`src/design/wdds_pkg.sv`:
```
// ----------------------------------------------------------------------------
// wdds_pkg - shared types and constants of the wavetable oscillator
// Table geometry, phase format, output scaling and command codes.
// ----------------------------------------------------------------------------
package wdds_pkg;

  // Table and phase geometry
  localparam int TABLE_DEPTH   = 1000;
  localparam int FRACTION_BITS = 16;
  localparam int ADDR_W        = $clog2(TABLE_DEPTH);
  localparam int PHASE_W       = ADDR_W + FRACTION_BITS;

  // Fixed field widths
  localparam int CMD_W    = 2;
  localparam int INDEX_W  = 10;
  localparam int SAMPLE_W = 16;
  localparam int STEP_W   = 26;
  localparam int GAIN_W   = 16;
  localparam int LEVEL_W  = 12;
  localparam int PROD_W   = SAMPLE_W + GAIN_W + 1;

  // Stream packing
  localparam int S_TDATA_W = 56;
  localparam int M_TDATA_W = 16;

  // Output scaling
  localparam int GAIN_SHIFT   = 17;
  localparam int LEVEL_OFFSET = 1200;
  localparam int LEVEL_MAX    = 4095;
  localparam logic [GAIN_W-1:0] GAIN_RESET = GAIN_W'(2048);

  // Phase wraps at the table span
  localparam logic [PHASE_W:0] SPAN =
    (PHASE_W+1)'(longint'(TABLE_DEPTH) << FRACTION_BITS);

  typedef enum logic [CMD_W-1:0] {
    CMD_TICK  = 2'd0,
    CMD_WRITE = 2'd1,
    CMD_STEP  = 2'd2
  } cmd_e;

  // Stage enables of the output pipe
  typedef struct packed {
    logic s2_en;
    logic out_en;
  } pipe_ctrl_t;

endpackage

```
`src/design/wdds_level.sv`:
```
// ----------------------------------------------------------------------------
// wdds_level - gain, offset and clamp
// Multiply the sample by the gain, then shift, offset and clamp to 12 bits.
// ----------------------------------------------------------------------------
module wdds_level (
  input  logic                                 clk_i,
  input  wdds_pkg::pipe_ctrl_t                 ctrl_i,
  input  logic signed [wdds_pkg::SAMPLE_W-1:0] sample_i,
  input  logic [wdds_pkg::GAIN_W-1:0]          gain_i,
  output logic [wdds_pkg::LEVEL_W-1:0]         level_o
);

  localparam int SHIFTED_W = wdds_pkg::PROD_W - wdds_pkg::GAIN_SHIFT;
  localparam int SUM_W     = SHIFTED_W + 2;

  logic signed [wdds_pkg::PROD_W-1:0]  prod_q, prod_d;
  logic signed [SHIFTED_W-1:0]         shifted;
  logic signed [SUM_W-1:0]             biased;
  logic [wdds_pkg::LEVEL_W-1:0]        level_q, level_d;

  // widen both operands to the full product width before multiplying
  assign prod_d = wdds_pkg::PROD_W'(sample_i) *
                  wdds_pkg::PROD_W'($signed({1'b0, gain_i}));

  // floor shift: arithmetic shift of the signed product
  assign shifted = prod_q[wdds_pkg::PROD_W-1:wdds_pkg::GAIN_SHIFT];
  assign biased  = SUM_W'(shifted) + SUM_W'(wdds_pkg::LEVEL_OFFSET);

  always_comb begin
    if (biased < 0) begin
      level_d = '0;
    end else if (biased > SUM_W'(wdds_pkg::LEVEL_MAX)) begin
      level_d = wdds_pkg::LEVEL_W'(wdds_pkg::LEVEL_MAX);
    end else begin
      level_d = biased[wdds_pkg::LEVEL_W-1:0];
    end
  end

  always_ff @(posedge clk_i) begin
    if (ctrl_i.s2_en) begin
      prod_q <= prod_d;
    end
    if (ctrl_i.out_en) begin
      level_q <= level_d;
    end
  end

  assign level_o = level_q;

endmodule

```
`config.mk`:
```
export PLATFORM = sky130hd
export DESIGN_NAME = wdds_level
export DESIGN_NICKNAME = d
export VERILOG_FILES = /design/src/design/wdds_pkg.sv /design/src/design/wdds_level.sv
export SDC_FILE = /design/constraint.sdc
export NUM_CORES = 1
export LEC_CHECK = 0
export ABC_CLOCK_PERIOD_IN_PS = 7900
export BUFFER_PORTS_ARGS = -buffer_cell sky130_fd_sc_hd__buf_2
export CAP_MARGIN = 15
export CORE_MARGIN = 5
export CORE_UTILIZATION = 24
export DETAILED_ROUTE_END_ITERATION = 10
export SLEW_MARGIN = 20
export SYNTH_ARGS = -nofsm -noshare
export SYNTH_HDL_FRONTEND = slang
export SYNTH_SLANG_ARGS = --single-unit
```
`constraint.sdc`:
```
create_clock -name clk_i -period 7.9 [get_ports clk_i]
set_input_delay 0.79 -clock clk_i [delete_from_list [all_inputs] [get_ports clk_i]]
set_output_delay 0.79 -clock clk_i [all_outputs]
set_load 0.005 [all_outputs]
```
==> results of run 1 <==
[state kept, by name, summed over array words and instances, names as in the netlist]
register	count
prod_q	16
level_o	12
[placed cells by master, fill, tap and decap left out, types with 3 or more instances in the layout]
master / synthesis / layout
inv_1: 238 / 238
fa_1: 193 / 193
nand2_1: 144 / 144
ha_1: 121 / 121
and2_1: 116 / 116
buf_2: 0 / 46
a21oi_1: 28 / 28
edfxtp_1: 28 / 28
nor2_1: 25 / 25
o21ai_0: 14 / 14
xnor2_1: 13 / 13
nand2b_1: 11 / 11
nor3_1: 8 / 8
o21a_1: 8 / 8
xor2_1: 8 / 8
nand3_1: 5 / 5
diode_2: 0 / 4
a211oi_1: 4 / 4
nand4_1: 4 / 4
a21o_1: 3 / 3
clkbuf_16: 0 / 3
[layout make-up]
type / instances / share of cell area (%)
timing repair buffer: 47 / 2.27
clock inverter: 1 / 0.286
multi-input combinational: 744 / 73.8
clock buffer: 3 / 0.716
sequential: 28 / 8.02
antenna: 4 / 0.0955
inverter: 238 / 8.52
tap: 525 / 6.27
[kinds of logic after synthesis]
logic type	count (synthesis)	share of synthesized area (%)
compound gates	86	6.12
xor+xnor	21	1.91
fa+ha+maj	314	56.0
buf+inv	273	10.7
flops	28	8.75
simple gates	323	16.6
[stage by stage]
| step | total power [uW] | hold WS (ps) | worst slack, ps |
|---|---|---|---|
| final | 4430 | 612 | 1230 |
| after global placement | 4270 | 615 | 1020 |
| after global routing | 5070 | 645 | 775 |
| after detailed placement | 4340 | 612 | 969 |
| after floorplan | 3350 | 535 | 1750 |
| after CTS | 4530 | 633 | 1240 |
[per-layer routing]
| metal | share of wire [%] | global-route usage [%] | wire length, um |
|---|---|---|---|
| met5 | 0.030 | 0 | 7 |
| met2 | 53 | 20.1 | 12400 |
| met1 | 40 | 13.3 | 9460 |
| met3 | 4.0 | 1.47 | 941 |
| met4 | 2.5 | 2.88 | 592 |
[synth_stat cells, drive strengths merged, types with 2 or more instances]
cell | number | share of area (%)
a211o | 2 | 0.18
nand2b | 11 | 0.72
o211ai | 2 | 0.16
nor3 | 8 | 0.42
o31ai | 2 | 0.16
o21ai | 15 | 0.82
a21oi | 29 | 1.6
nand3 | 5 | 0.26
o221ai | 2 | 0.18
o21a | 8 | 0.63
a211oi | 4 | 0.31
nand4 | 4 | 0.26
xor2 | 8 | 0.73
inv | 238 | 9.3
nand2 | 144 | 5.6
and3 | 2 | 0.13
a221oi | 2 | 0.18
ha | 121 | 16
and2 | 116 | 7.6
a21boi | 2 | 0.16
fa | 193 | 40
clkbuf | 34 | 1.3
o2111ai | 2 | 0.25
nor2 | 25 | 0.98
a21o | 3 | 0.23
o311ai | 3 | 0.27
edfxtp | 28 | 8.8
a41oi | 2 | 0.18
xnor2 | 13 | 1.2
nor2b | 2 | 0.13
[how the worst max path moves through the flow]
stage	start	to	cells past startpoint	slack, ps
global placement	gain_i[10]	prod_q[31]	19	1020
detailed placement	sample_i[1]	prod_q[32]	19	970
finish	gain_i[11]	prod_q[32]	20	1230
CTS	sample_i[1]	prod_q[32]	19	1240
global route	gain_i[6]	prod_q[32]	21	770
floorplan	gain_i[7]	prod_q[31]	21	1750
[power by group through the flow]
stage | logic (uW) | registers [uW] | clock network, uW
floorplan | 2940 | 409 | 0
global placement | 3840 | 428 | 0
detailed placement | 3910 | 429 | 0
CTS | 3950 | 426 | 152
global route | 4490 | 430 | 157
finish | 3860 | 424 | 149
==> summary.md, run 1 <==
| Metric | Value |
|---|---|
| Critical setup path kind | input port to flop |
| Normalized max-slew margin | around 45% |
| Worst path cell trace | buf_2 -> and2_1 -> fa_1 -> inv_1 -> fa_1 -> fa_1 -> inv_1 -> fa_1 -> fa_1 -> inv_1 -> fa_1 -> inv_1 -> ha_1 -> a211oi_1 -> o21ai_0 -> a221oi_1 -> a21boi_0 -> o2111ai_1 -> nand2_1 -> a311oi_1 |
| Vias in the first global route | 7763 |
| Port bufs | 46 |
| Drt total wl | about 23000 um |
| DRC Markers | 0 |
| Dpl hpwl | 19300 um |
| Number of synthesis warnings | 0 |
| CP arrival | 6760 ps |
| Footprint of the multi-input gates | 7740 um2 |
| Crit share post-route | between 80% and 90% |
| Initial Utilization | approximately 24% |
| Total number of vias | between 6000 and 7000 |
| Hold EP | level_o[2] |
| Flop pwr share | 9.6% |
| Die Wd | 210 um |
| Clock root cell | clkbuf_16 |
| Hold Crit Depth | 1 |
| H-tree levels | 1 |
| Design area | 10500 um2 |
| Clk pwr share | 3.4% |
| GP Congestion | 0.832 |
| Slew @ Worst Pin | 813 ps |
| Max-cap violations | 0 |
| Initial drt markers | 306 |
| Setup crit end kind | flop |
| Launch point of the worst reg-to-reg path | prod_q[21] |
| Reg2Reg Capture Point | level_o[1] |
| CP startpoint kind | input port |
| Final Util | 26.4% |
| Setup slack, reg-to-reg | approximately 5100 ps |
| Postcts setup bufs | 0 |
| Die Y | around 210 um |
| Router iterations before antenna repair | 4 |
| Synthesized area | 9610 um2 |
| Post-DR wirelength/cell | approximately 15 um |
| Number of register bits inferred by synthesis | 28 |
| Total GRT Usage | a little over a tenth |
| Switching share of power | 52.6% |
| Worst hold path type | flop to flop |
| Cell-internal power | 2100 uW |
| Fillers | 4268 |
| Syn_area_per_cell | 9.19 um2 |
| # setup viols final | 0 |
| Critical Path Max Stage Delay | 670 ps |
| Number of synthesized flops with an enable pin | 28 |
| Area growth, synth to finish | 9.14% |
| Comb pwr share | 87.1% |
| Die area | 44100 um2 |
| Post-cts sizing count | 0 |
| Critical path's slowest cell | a221oi_1 |
| Pwr dens | ~420 nW/um2 |
| Register Area | 841 um2 |
| Status | complete, no violations |
| Layout cell share with drive strength beyond 1 | 5.56% |
| Clock latency on the worst-skew pair | 260 ps |
| Cts bufs inserted | 3 |
| CP required | 7990 ps |
| Clock-pin slew on the worst setup and hold paths | 70 ps |
| FFs w/ async S/R, synth | 0% |
| Placed cell count | 1582 |
| Largest net degree at the start of global routing | 17 |
| CP Max Fanout | 16 |
| Leakage | roughly 0.0052 uW |
| Placed Area | 10400 um2 |
| Gate Count Post-Synth | 1045 |
| Max Buffers Root-to-Sink | 2 |
| Clock Skews | between 3 and 4 ps |
| Sink Count | 28 |
| Fmax | 150 MHz |
| Antenna violations before repair | 4 |
| Worst path buffer plus inverter count | 5 |
| VDD IR max | 0.326 mV |
| Remaining global-route overflow | 0 |
| Synth Flop Type | edfxtp_1 |
| Sequential-to-total area share from yosys stat | 8.75% |
| Unrepaired setup endpoints after global routing | no |
| Core area | ~40000 um2 |
| Worst Hold Launch | prod_q[19] |
| P_sw | 2330 uW |
| TNS Setup | 0 ps |
| Non-Filler Instances | 1590 |
| Final ANT Viol Nets | 0 |
| CP most frequent cell | fa_1 |
| Global-route wire length before repair | about 40000 um |
| Final critical-path required period | 6670 ps |
| Via-per-instance ratio | between 4 and 5 |
| Delay-heaviest family, CP | adder cells |
| # hold bufs at CTS | 0 |
| CTS tree | done |
| Ports | 47 |
| Post-synth cell types | 49 |
| Max Slew Vio Count | 0 |
| Synth Net Count | 1394 |
| Worst R2R Path Depth | 9 |
| Final hold vios | 0 |
| Rows | 73 |
| Final nets | between 1000 and 1500 |
Power figures use the tool's default switching activity.
==> inputs of run 2 (changes only) <==
--- a/config.mk
+++ b/config.mk
@@ -5,7 +5,7 @@
 export SDC_FILE = /design/constraint.sdc
 export NUM_CORES = 1
 export LEC_CHECK = 0
-export ABC_CLOCK_PERIOD_IN_PS = 7900
+export ABC_CLOCK_PERIOD_IN_PS = 6500
 export BUFFER_PORTS_ARGS = -buffer_cell sky130_fd_sc_hd__buf_2
 export CAP_MARGIN = 15
 export CORE_MARGIN = 5
==> constraint.sdc (replaced) <==
create_clock -name clk_i -period 6.5 [get_ports clk_i]
set_input_delay 0.65 -clock clk_i [delete_from_list [all_inputs] [get_ports clk_i]]
set_output_delay 0.65 -clock clk_i [all_outputs]
set_load 0.005 [all_outputs]
==> run 2 against run 1 <==
Against the previous run:
- sequential share of layout area decreased by 0.088 points
- combinational power up 24%
- non-clock buffer count increased by 20
- hold slack worse by 30 ps
- count of clock-buffer cells in the layout is the same
- first-iteration DRC count increased by 28%
- clock skew is 1.9 ps lower
- global-route usage shrank 0.47 points
- largest cell class unchanged
- largest power group unchanged
==> summary.md, run 2 (synthesis gave the netlist of run 1 again) <==
| Metric | Value |
|---|---|
| Status | complete, no violations |
| Via-per-instance ratio | 4.36 |
| GP Congestion | 0.844 |
| Global-route wire length before repair | 37800 um |
| CP most frequent cell | fa_1 |
| DRC Markers | 0 |
| CTS tree | done |
| Cts bufs inserted | 3 |
| Pwr dens | 513 nW/um2 |
| Normalized max-slew margin | 56.1% |
| Leakage | 0.00527 uW |
| Total number of vias | 7010 |
| Comb pwr share | 87.9% |
| Final nets | 1431 |
| Clock root cell | clkbuf_16 |
| Most common cell after layout, fill and taps aside | inv_1 |
| CP Max Fanout | 9 |
| Die area | about 44000 um2 |
| Critical path's slowest cell | fa_1 |
| Fmax | 163 MHz |
| Setup crit end kind | flop |
| Sink Count | 28 |
| Drt total wl | 22400 um |
| Post-cts sizing count | 0 |
| Max reg flops | 16 |
| Die Y | 210 um |
| Clock Skews | 2.14 ps |
| Dpl hpwl | roughly 19000 um |
| Slew @ Worst Pin | 649 ps |
| TNS Setup | 0 ps |
| Clock-pin slew on the worst setup and hold paths | roughly 60 ps |
| Rows | 73 |
| Port bufs | 46 |
| P_sw | roughly 2800 uW |
| Largest Register | prod_q |
| Placed Area | 10500 um2 |
| Max Slew Vio Count | 0 |
| Delay-heaviest family, CP | adder cells |
| Final ANT Viol Nets | 0 |
| Final critical-path required period | 6150 ps |
| Initial drt markers | ~390 |
| Remaining global-route overflow | 0 |
| Core area | between 30000 and 40000 um2 |
| Final hold vios | 0 |
| Ports | 47 |
| Worst path cell trace | buf_2 -> buf_4 -> nand2_1 -> fa_1 -> inv_1 -> fa_1 -> fa_1 -> fa_1 -> fa_1 -> inv_1 -> fa_1 -> inv_1 -> ha_1 -> a211oi_1 -> o21ai_0 -> a221oi_1 -> buf_4 -> a21bo_2 -> a21oi_1 -> o311ai_0 -> buf_4 |
| Max-cap violations | 0 |
| Total GRT Usage | 10.4% |
| Critical Path Max Stage Delay | 570 ps |
| Area growth, synth to finish | 10.4% |
| Most frequent cells in the layout | inv_1, fa_1, nand2_1, ha_1, and2_1 |
| # hold bufs at CTS | 0 |
| Worst path buffer plus inverter count | 7 |
| Layout cell share with drive strength beyond 1 | around 7.2% |
| Switching share of power | between 50% and 60% |
| Design area | 10600 um2 |
| Worst Hold Launch | prod_q[18] |
| Vias in the first global route | 7587 |
| CP startpoint kind | input port |
| Antenna violations before repair | 0 |
| Post-DR wirelength/cell | 13.9 um |
| Launch point of the worst reg-to-reg path | prod_q[21] |
| ANT cells | 0 |
| Crit path from | gain_i[7] |
| Max Buffers Root-to-Sink | 2 |
| VDD IR max | roughly 0.49 mV |
| CP required | between 6000 and 7000 ps |
| Clock latency on the worst-skew pair | 260 ps |
| Unrepaired setup endpoints after global routing | no |
| Die Wd | 210 um |
| Router iterations before antenna repair | 5 |
| Clk pwr share | 2.6% |
| Flop pwr share | 9.5% |
| Initial Utilization | 24.2% |
| Postcts setup bufs | 0 |
| # setup viols final | 0 |
| H-tree levels | 1 |
| Crit share post-route | 94.6% |
| Cell-internal power | 2610 uW |
| Critical setup path kind | input port to flop |
| Hold WS | between 500 and 600 ps |
| CP arrival | 6290 ps |
| Largest net degree at the start of global routing | 17 |
| Worst hold path type | flop to flop |
## run 2: path summary, 6_finish.rpt
path                      to  slack (ps)  depth (start not counted)
setup / recovery  prod_q[26]         350                         21
hold / removal    level_o[1]         580                          1
setup reg to reg  level_o[7]        3640                          9
hold reg to reg   level_o[1]         580                          1
## run 2: power groups by stage
stage	Combinational (uW)	Clock, uW	Sequential (uW)
after floorplan	3580	0	497
after global placement	4800	0	520
after detailed placement	4860	0	519
after CTS	4900	141	516
after global routing	5570	151	526
final	4790	140	517
## run 2: layer usage
metal  vias up  routed length (um)  track usage [%]  part of all wire [%]
li1       3257                   -                -                     -
met1      3578                9420             13.7                    42
met2       152               11700             18.9                    52
met3        23                 867            0.729                   3.9
met4         0                 371             1.98                   1.7
met5         -                   0                0                     0
## run 2: final cells by class
cell class | instances | area [um2]
Clock buffer | 3 | 75.1
Clock inverter | 1 | 3.75
Fill cell | 4250 | 29000
Inverter | 238 | 893
Multi-Input combinational cell | 744 | 7740
Sequential cell | 28 | 841
Tap cell | 525 | 657
Timing Repair Buffer | 67 | 390
## run 2: per-stage QoR
step	utilization [%]	cells	total power [uW]	setup WS (ps)
floorplan	-	1045	4080	488
global placement	26.5	1602	5320	47.2
detailed placement	26.5	1602	5370	1.93
CTS	26.7	1606	5560	268
global route	26.7	1606	6250	25.1
finish	26.7	1606	5440	349
